### src/rtl/gaussian_noise_adder_macros.svh
`ifndef GAUSSIAN_NOISE_ADDER_MACROS_SVH
`define GAUSSIAN_NOISE_ADDER_MACROS_SVH

// same-cycle implication, checked outside reset
`define GNA_ASSERT_NOW(lbl, ant, con, msg) \
  lbl: assert property (@(posedge clk) disable iff (rst) (ant) |-> (con)) else $error(msg);

// next-cycle implication, checked outside reset
`define GNA_ASSERT_NEXT(lbl, ant, con, msg) \
  lbl: assert property (@(posedge clk) disable iff (rst) (ant) |=> (con)) else $error(msg);

`endif

### src/rtl/gna_pkg.sv
`timescale 1ns / 1ps
`default_nettype none

package gna_pkg;

  localparam int SUM_TERMS = 12;

  localparam int SAMPLE_W = 24;
  localparam int NOISE_W  = 20;
  localparam int STDDEV_W = 16;
  localparam int STATE_W  = 32;
  localparam int UNI_W    = 24;
  localparam int FRAC_W   = 24;

  localparam int CNT_W = (SUM_TERMS > 2) ? $clog2(SUM_TERMS) : 1;
  localparam logic [CNT_W-1:0] CNT_LAST = CNT_W'(SUM_TERMS - 1);

  // centered sum of uniforms, signed, carries the -SUM_TERMS/2 offset
  localparam int SUM_W = UNI_W + $clog2(SUM_TERMS);
  localparam int Z_W   = SUM_W + 1;
  localparam logic signed [Z_W-1:0] Z_INIT = Z_W'(-(SUM_TERMS * (2 ** (UNI_W - 1))));

  // shared multiplier operand widths
  localparam int MUL_A_W = STATE_W + 1;
  localparam int MUL_B_W = 22;
  localparam int MUL_P_W = MUL_A_W + MUL_B_W;

  localparam logic [STATE_W-1:0]  LCG_MUL     = 32'd1664525;
  localparam logic [STATE_W-1:0]  LCG_INC     = 32'd1013904223;
  localparam logic [STATE_W-1:0]  SEED_RESET  = 32'h13579BDF;
  localparam logic [STDDEV_W-1:0] STDDEV_RESET = 16'd256;

  localparam int CFG_IDX_W  = 2;
  localparam int CFG_DATA_W = 32;

  typedef enum logic [CFG_IDX_W-1:0] {
    REG_STDDEV = 2'd0,
    REG_SEED   = 2'd1
  } reg_idx_t;

  typedef struct packed {
    logic                seed_load;
    logic [STATE_W-1:0]  seed;
    logic [STDDEV_W-1:0] stddev;
  } cfg_t;

  typedef struct packed {
    logic signed [SAMPLE_W-1:0] noisy;
    logic signed [NOISE_W-1:0]  noise;
    logic                       clipped;
  } res_t;

endpackage

`default_nettype wire

### src/rtl/gna_mul.sv
`timescale 1ns / 1ps
`default_nettype none

module gna_mul (
  input  wire logic signed [gna_pkg::MUL_A_W-1:0] a,
  input  wire logic signed [gna_pkg::MUL_B_W-1:0] b,
  output      logic signed [gna_pkg::MUL_P_W-1:0] p
);
  import gna_pkg::*;

  // one signed multiplier, shared by the generator steps and the scaling
  always_comb begin
    p = MUL_P_W'(a) * MUL_P_W'(b);
  end

endmodule

`default_nettype wire

### src/rtl/gna_core.sv
`timescale 1ns / 1ps
`default_nettype none

`include "gaussian_noise_adder_macros.svh"

module gna_core (
  input  wire logic                           clk,
  input  wire logic                           rst,
  input  wire gna_pkg::cfg_t                  cfg,
  input  wire logic                           start,
  input  wire logic signed [gna_pkg::SAMPLE_W-1:0] sample_in,
  input  wire logic                           out_free,
  output      logic                           idle,
  output      logic                           out_load,
  output      gna_pkg::res_t                  res
);
  import gna_pkg::*;

  typedef enum logic [2:0] {
    S_IDLE,
    S_STEP,
    S_LAST,
    S_SCALE,
    S_FINISH
  } state_t;

  state_t                     state;
  logic [CNT_W-1:0]           cnt;
  logic [STATE_W-1:0]         gen;
  logic signed [Z_W-1:0]      zsum;
  logic signed [SAMPLE_W-1:0] sample;
  logic signed [MUL_P_W-1:0]  prod;

  logic signed [MUL_A_W-1:0]  mul_a;
  logic signed [MUL_B_W-1:0]  mul_b;
  logic signed [MUL_P_W-1:0]  mul_p;
  logic signed [Z_W-1:0]      uni;
  logic signed [NOISE_W-1:0]  noise;
  logic signed [SAMPLE_W:0]   total;
  res_t                       res_next;

  gna_mul u_mul (
    .a(mul_a),
    .b(mul_b),
    .p(mul_p)
  );

  always_comb begin
    if (state == S_SCALE) begin
      mul_a = MUL_A_W'(zsum);
      mul_b = $signed({{(MUL_B_W - STDDEV_W){1'b0}}, cfg.stddev});
    end else begin
      mul_a = $signed({1'b0, gen});
      mul_b = $signed(LCG_MUL[MUL_B_W-1:0]);
    end
  end

  // top bits of the generator as a Q0.24 fraction
  assign uni = $signed({{(Z_W - UNI_W){1'b0}}, gen[STATE_W-1 -: UNI_W]});

  // arithmetic shift of the product is a floor
  assign noise = prod[FRAC_W + NOISE_W - 1 : FRAC_W];

  always_comb begin
    total = (SAMPLE_W + 1)'(sample) + (SAMPLE_W + 1)'(noise);
    res_next.noise   = noise;
    res_next.clipped = total[SAMPLE_W] != total[SAMPLE_W-1];
    if (!res_next.clipped) begin
      res_next.noisy = total[SAMPLE_W-1:0];
    end else if (total[SAMPLE_W]) begin
      res_next.noisy = {1'b1, {(SAMPLE_W - 1){1'b0}}};
    end else begin
      res_next.noisy = {1'b0, {(SAMPLE_W - 1){1'b1}}};
    end
  end

  assign idle     = state == S_IDLE;
  assign out_load = (state == S_FINISH) && out_free;

  always_ff @(posedge clk) begin
    if (rst) begin
      state <= S_IDLE;
      cnt   <= '0;
      gen   <= SEED_RESET;
    end else begin
      case (state)
        S_IDLE: begin
          if (cfg.seed_load) begin
            gen <= cfg.seed;
          end
          if (start) begin
            sample <= sample_in;
            zsum   <= Z_INIT;
            cnt    <= '0;
            state  <= S_STEP;
          end
        end
        S_STEP: begin
          gen <= mul_p[STATE_W-1:0] + LCG_INC;
          // fold in the previous step's output, one step behind
          if (cnt != '0) begin
            zsum <= zsum + uni;
          end
          cnt <= cnt + 1'b1;
          if (cnt == CNT_LAST) begin
            state <= S_LAST;
          end
        end
        S_LAST: begin
          zsum  <= zsum + uni;
          state <= S_SCALE;
        end
        S_SCALE: begin
          prod  <= mul_p;
          state <= S_FINISH;
        end
        S_FINISH: begin
          if (out_free) begin
            res   <= res_next;
            state <= S_IDLE;
          end
        end
        default: begin
          state <= S_IDLE;
        end
      endcase
    end
  end

  `GNA_ASSERT_NOW(a_start_idle, start, state == S_IDLE, "item started while busy")
  `GNA_ASSERT_NEXT(a_step_end, (state == S_STEP) && (cnt == CNT_LAST), state == S_LAST, "step count overrun")
  `GNA_ASSERT_NEXT(a_load_idle, out_load, state == S_IDLE, "result load did not end the item")
  `GNA_ASSERT_NOW(a_load_free, out_load, out_free, "result loaded over a waiting item")

endmodule

`default_nettype wire

### src/rtl/gaussian_noise_adder.sv
`timescale 1ns / 1ps
`default_nettype none
// per item in turn: 12 generator steps, the last sum, the scaling, then the add
// one item at a time: a new sample is taken only once the last one is done, set by the single
//   shared multiplier that runs the generator steps one after another and then the scaling
// in_ready is high only while the sequencer is idle; a finished item waits in the output register
// synchronous reset: stddev 256, generator state 0x13579BDF, no item held

module gaussian_noise_adder (
  input  wire logic                                 clk,
  input  wire logic                                 rst,
  input  wire logic                                 cfg_we,
  input  wire logic [gna_pkg::CFG_IDX_W-1:0]        cfg_index,
  input  wire logic [gna_pkg::CFG_DATA_W-1:0]       cfg_data,
  input  wire logic                                 in_valid,
  output      logic                                 in_ready,
  input  wire logic signed [gna_pkg::SAMPLE_W-1:0]  clean_sample,
  output      logic                                 out_valid,
  input  wire logic                                 out_ready,
  output      logic signed [gna_pkg::SAMPLE_W-1:0]  noisy_sample,
  output      logic signed [gna_pkg::NOISE_W-1:0]   noise_value,
  output      logic                                 clipped
);
  import gna_pkg::*;

  logic [STDDEV_W-1:0] noise_stddev;
  cfg_t                cfg;
  logic                core_idle;
  logic                out_load;
  logic                out_free;
  res_t                res;

  always_ff @(posedge clk) begin
    if (rst) begin
      noise_stddev <= STDDEV_RESET;
    end else if (cfg_we && (cfg_index == REG_STDDEV)) begin
      noise_stddev <= cfg_data[STDDEV_W-1:0];
    end
  end

  always_comb begin
    cfg.seed_load = cfg_we && (cfg_index == REG_SEED);
    cfg.seed      = cfg_data[STATE_W-1:0];
    cfg.stddev    = noise_stddev;
  end

  assign in_ready = core_idle;
  assign out_free = !out_valid || out_ready;

  gna_core u_core (
    .clk      (clk),
    .rst      (rst),
    .cfg      (cfg),
    .start    (in_valid && in_ready),
    .sample_in(clean_sample),
    .out_free (out_free),
    .idle     (core_idle),
    .out_load (out_load),
    .res      (res)
  );

  always_ff @(posedge clk) begin
    if (rst) begin
      out_valid <= 1'b0;
    end else if (out_load) begin
      out_valid <= 1'b1;
    end else if (out_ready) begin
      out_valid <= 1'b0;
    end
  end

  assign noisy_sample = res.noisy;
  assign noise_value  = res.noise;
  assign clipped      = res.clipped;

endmodule

`default_nettype wire

### config.mk
export PLATFORM = sky130hd
export DESIGN_NAME = gaussian_noise_adder
export DESIGN_NICKNAME = d
export VERILOG_FILES = /design/src/rtl/gna_pkg.sv /design/src/rtl/gna_mul.sv /design/src/rtl/gna_core.sv /design/src/rtl/gaussian_noise_adder.sv
export VERILOG_INCLUDE_DIRS = /design/src /design/src/rtl
export SDC_FILE = /design/constraint.sdc
export NUM_CORES = 2
export LEC_CHECK = 0
export ABC_CLOCK_PERIOD_IN_PS = 10840
export BUFFER_PORTS_ARGS = -buffer_cell sky130_fd_sc_hd__buf_2
export CAP_MARGIN = 10
export CORE_MARGIN = 2
export CORE_UTILIZATION = 45
export DETAILED_ROUTE_END_ITERATION = 6
export SYNTH_ARGS = -nofsm -noshare
export SYNTH_HDL_FRONTEND = slang
export SYNTH_SLANG_ARGS = --single-unit
### constraint.sdc
create_clock -name clk -period 10.84 [get_ports clk]
set_clock_uncertainty 0.05 [all_clocks]
set_input_delay 1.084 -clock clk [delete_from_list [all_inputs] [get_ports clk]]
set_output_delay 1.084 -clock clk [all_outputs]
set_load 0.01 [all_outputs]
==> results.toml <==
[cells_and_area]
utilization_pct = 48.8
syn2layout_area_growth_pct = 6.87
layout.nets = 3957
drive_gt1_share_pct = 7.08

[detailed_routing]
vias = 23015
ant_nets = 0
firstDrtPassIters = 6
viasPerCell = 5.70
wl_per_cell_um = 23.6
drcViolationCount = 0
routed_wl_mm = 95.4
drtIter0Drc = 2163

[worst_setup_path]
cp.required_ns = 11.14
cpMostUsedCell = "fa_1"
rr_worst_depth = 26
critPathCapture = "u_core.gen[30]$_SDFFE_PP0P_"
critical_path_buf_inv_count = 6
worstSetupEndpointType = "flop"
startpoint_type = "flop"
cp_data_arrival_time_ns = 10.23
slowest_stage = "a211oi_1"
worstSetupPathType = "flop to flop"
cp.depth = 26
r2r_end = "u_core.gen[30]$_SDFFE_PP0P_"
worstPathMaxFanout = 64
r2r_start = "u_core.state[1]$_SDFFE_PP0P_"
r2r_setup_slack_ns = 0.91
critPathMaxStageDelay_ns = 0.85
crit_start = "u_core.state[1]$_SDFFE_PP0P_"
path_delay_family = "adder cells"

[min_path]
hold_class = "flop to flop"

[floorplanning]
die_area_mm2 = 0.0662
start_util_pct = 45.7
die_h_um = 257
core-area_mm2 = 0.0632
die_w_um = 257
rows = 92
pin_count = 110

[logic_synthesis]
synthSimpleGateAreaFrac_pct = 15.8
yosysTopAreaCellShare_pct = 36.4
synth_top_family_by_area = "adder cells"
synth_area_mm2 = 0.0289
muxShareOfSynthArea_pct = 0.208
yosys-top-cells-area = "fa_1 36%, edfxtp_1 12%, ha_1 8.3%"
synth_top_area_cell = "fa_1"
yosys_warnings = 0
synth_xor_area_share_pct = 3.39
syn-num-nets = 3935
yosys_register_bits = 174
synth.yosys.seq_area_share_pct = 16.2
ys.flop_type = "edfxtp_1"
synth_cell_types = 88
synth_compound_area_share_pct = 9.88
async_flop_share_pct = 0
synth.avg_cell_area_um2 = 9.15
synthTopCellsByCount = "590 x inv_1, 525 x fa_1, 483 x nand2_1, 191 x ha_1, 156 x and3_1"
synth_most_common_cell = "inv_1"
synthCells = 3156
synthAdderAreaFrac_pct = 44.9
synth_edf_count = 118

[cts]
cts_resized = 0
cts_tree = "yes"
clock_latency_ns = 0.48
cts_buffers = 17
numClockSinks = 174
root_buffer = "clkbuf_16"
post-cts-setup-buffers = 0
clkTransAtPathRegs_ns = 0.08
htreeDepth = 4
cts_buffer_depth = 2
cts_hold_buf = 0

[sta]
min_period_over_period_pct = 91.6
slew_viol_final = 0
rsz0062_at_grt = "no"
max_freq_mhz = 101
hold_viol_final = 0
worst_pin_slew_ns = 1.23
slew_headroom_pct = 17.7
fin_ws_ns = 0.906
setup_tns_ns = 0
setup_viol = 0
period_minus_slack_ns = 9.93

[global_route]
antenna_found_initial = 4
grt_max_degree = 68
grt_usage_pct = 29.4
grt_pass1_wl_mm = 146
grt_pass1_vias = 23840
grt_overflow = 0

[run]
drv_cap = 0

[place]
pre_cts_slack_ns = 1.03
dpl.hpwl_mm = 77.5
port_buffers = 109
gp_congestion = 1.02

[status]
status = "complete, no violations"
[kinds of logic after synthesis]
group | count (synthesis)
AO/OA/AOI/OAI | 421
XOR/XNOR | 111
adder cells (fa/ha/maj) | 722
buffers and inverters | 740
flip-flops | 174
multiplexers | 6
AND/OR/NAND/NOR | 982
[how the worst min path moves through the flow]
stage	from	to	slack [ns]	depth (start not counted)
2_1_floorplan	u_core.prod[33]$_DFFE_PP_	u_core.res[10]$_DFFE_PP_	0.38	0
3_3_place_gp	noise_stddev[5]$_SDFFE_PP0P_	noise_stddev[5]$_SDFFE_PP0P_	0.40	2
3_5_place_dp	noise_stddev[5]$_SDFFE_PP0P_	noise_stddev[5]$_SDFFE_PP0P_	0.41	2
4_1_cts	noise_stddev[5]$_SDFFE_PP0P_	noise_stddev[5]$_SDFFE_PP0P_	0.42	2
5_1_grt	u_core.prod[29]$_DFFE_PP_	u_core.res[6]$_DFFE_PP_	0.44	0
6_report	u_core.prod[35]$_DFFE_PP_	u_core.res[12]$_DFFE_PP_	0.42	0
[layout make-up]
cell class                      count  area (um^2)
Fill cell                        5997        32300
Multi-Input combinational cell   2242        21400
Sequential cell                   174         4660
Inverter                          590         2210
Tap cell                          846         1060
Timing Repair Buffer              153          876
Clock buffer                       18          450
Clock inverter                     14          158
Antenna cell                        2         5.00
[registers in the layout, summed over array words and instances (netlist names)]
| signal | flops |
|---|---|
| u_core.cnt | 4 |
| u_core.prod | 20 |
| out_valid | 1 |
| u_core.zsum | 29 |
| u_core.gen | 32 |
| u_core.sample | 24 |
| u_core.res | 45 |
| noise_stddev | 16 |
| u_core.state | 3 |
[cells in the final DEF (no fill, tap or decap), types with 24 or more instances in the layout]
master | netlist | routed
inv_1 | 590 | 590
fa_1 | 525 | 525
nand2_1 | 483 | 483
ha_1 | 191 | 191
and3_1 | 156 | 156
nor2_1 | 147 | 145
a21oi_1 | 124 | 124
edfxtp_1 | 118 | 118
buf_2 | 8 | 109
xnor2_1 | 83 | 83
a21o_1 | 67 | 67
o21ai_0 | 66 | 66
dfxtp_1 | 56 | 56
buf_4 | 2 | 44
and2_1 | 32 | 32
nor3_1 | 33 | 32
xor2_1 | 27 | 27
nand3_1 | 24 | 24
[per-layer routing]
metal | track usage (%) | wire length (um) | vias to the layer above
met5 | 0 | 12 | -
met3 | 6.24 | 9950 | 176
li1 | - | - | 10053
met4 | 8.95 | 3140 | 2
met1 | 42.3 | 40400 | 11631
met2 | 44.6 | 41900 | 1153
[through the flow]
stage               area [um^2]  hold WS [ns]  instances
finish                    30900         0.419       4039
global route              30800         0.439       4037
CTS                       30800         0.422       4037
detailed placement        30200         0.411       4005
global placement          30200         0.398       4005
floorplan                 28900         0.383       3156
Power is left out: the tool's default activity adds up to more than one toggle a clock period on the data nets, which glitch-free logic cannot reach.
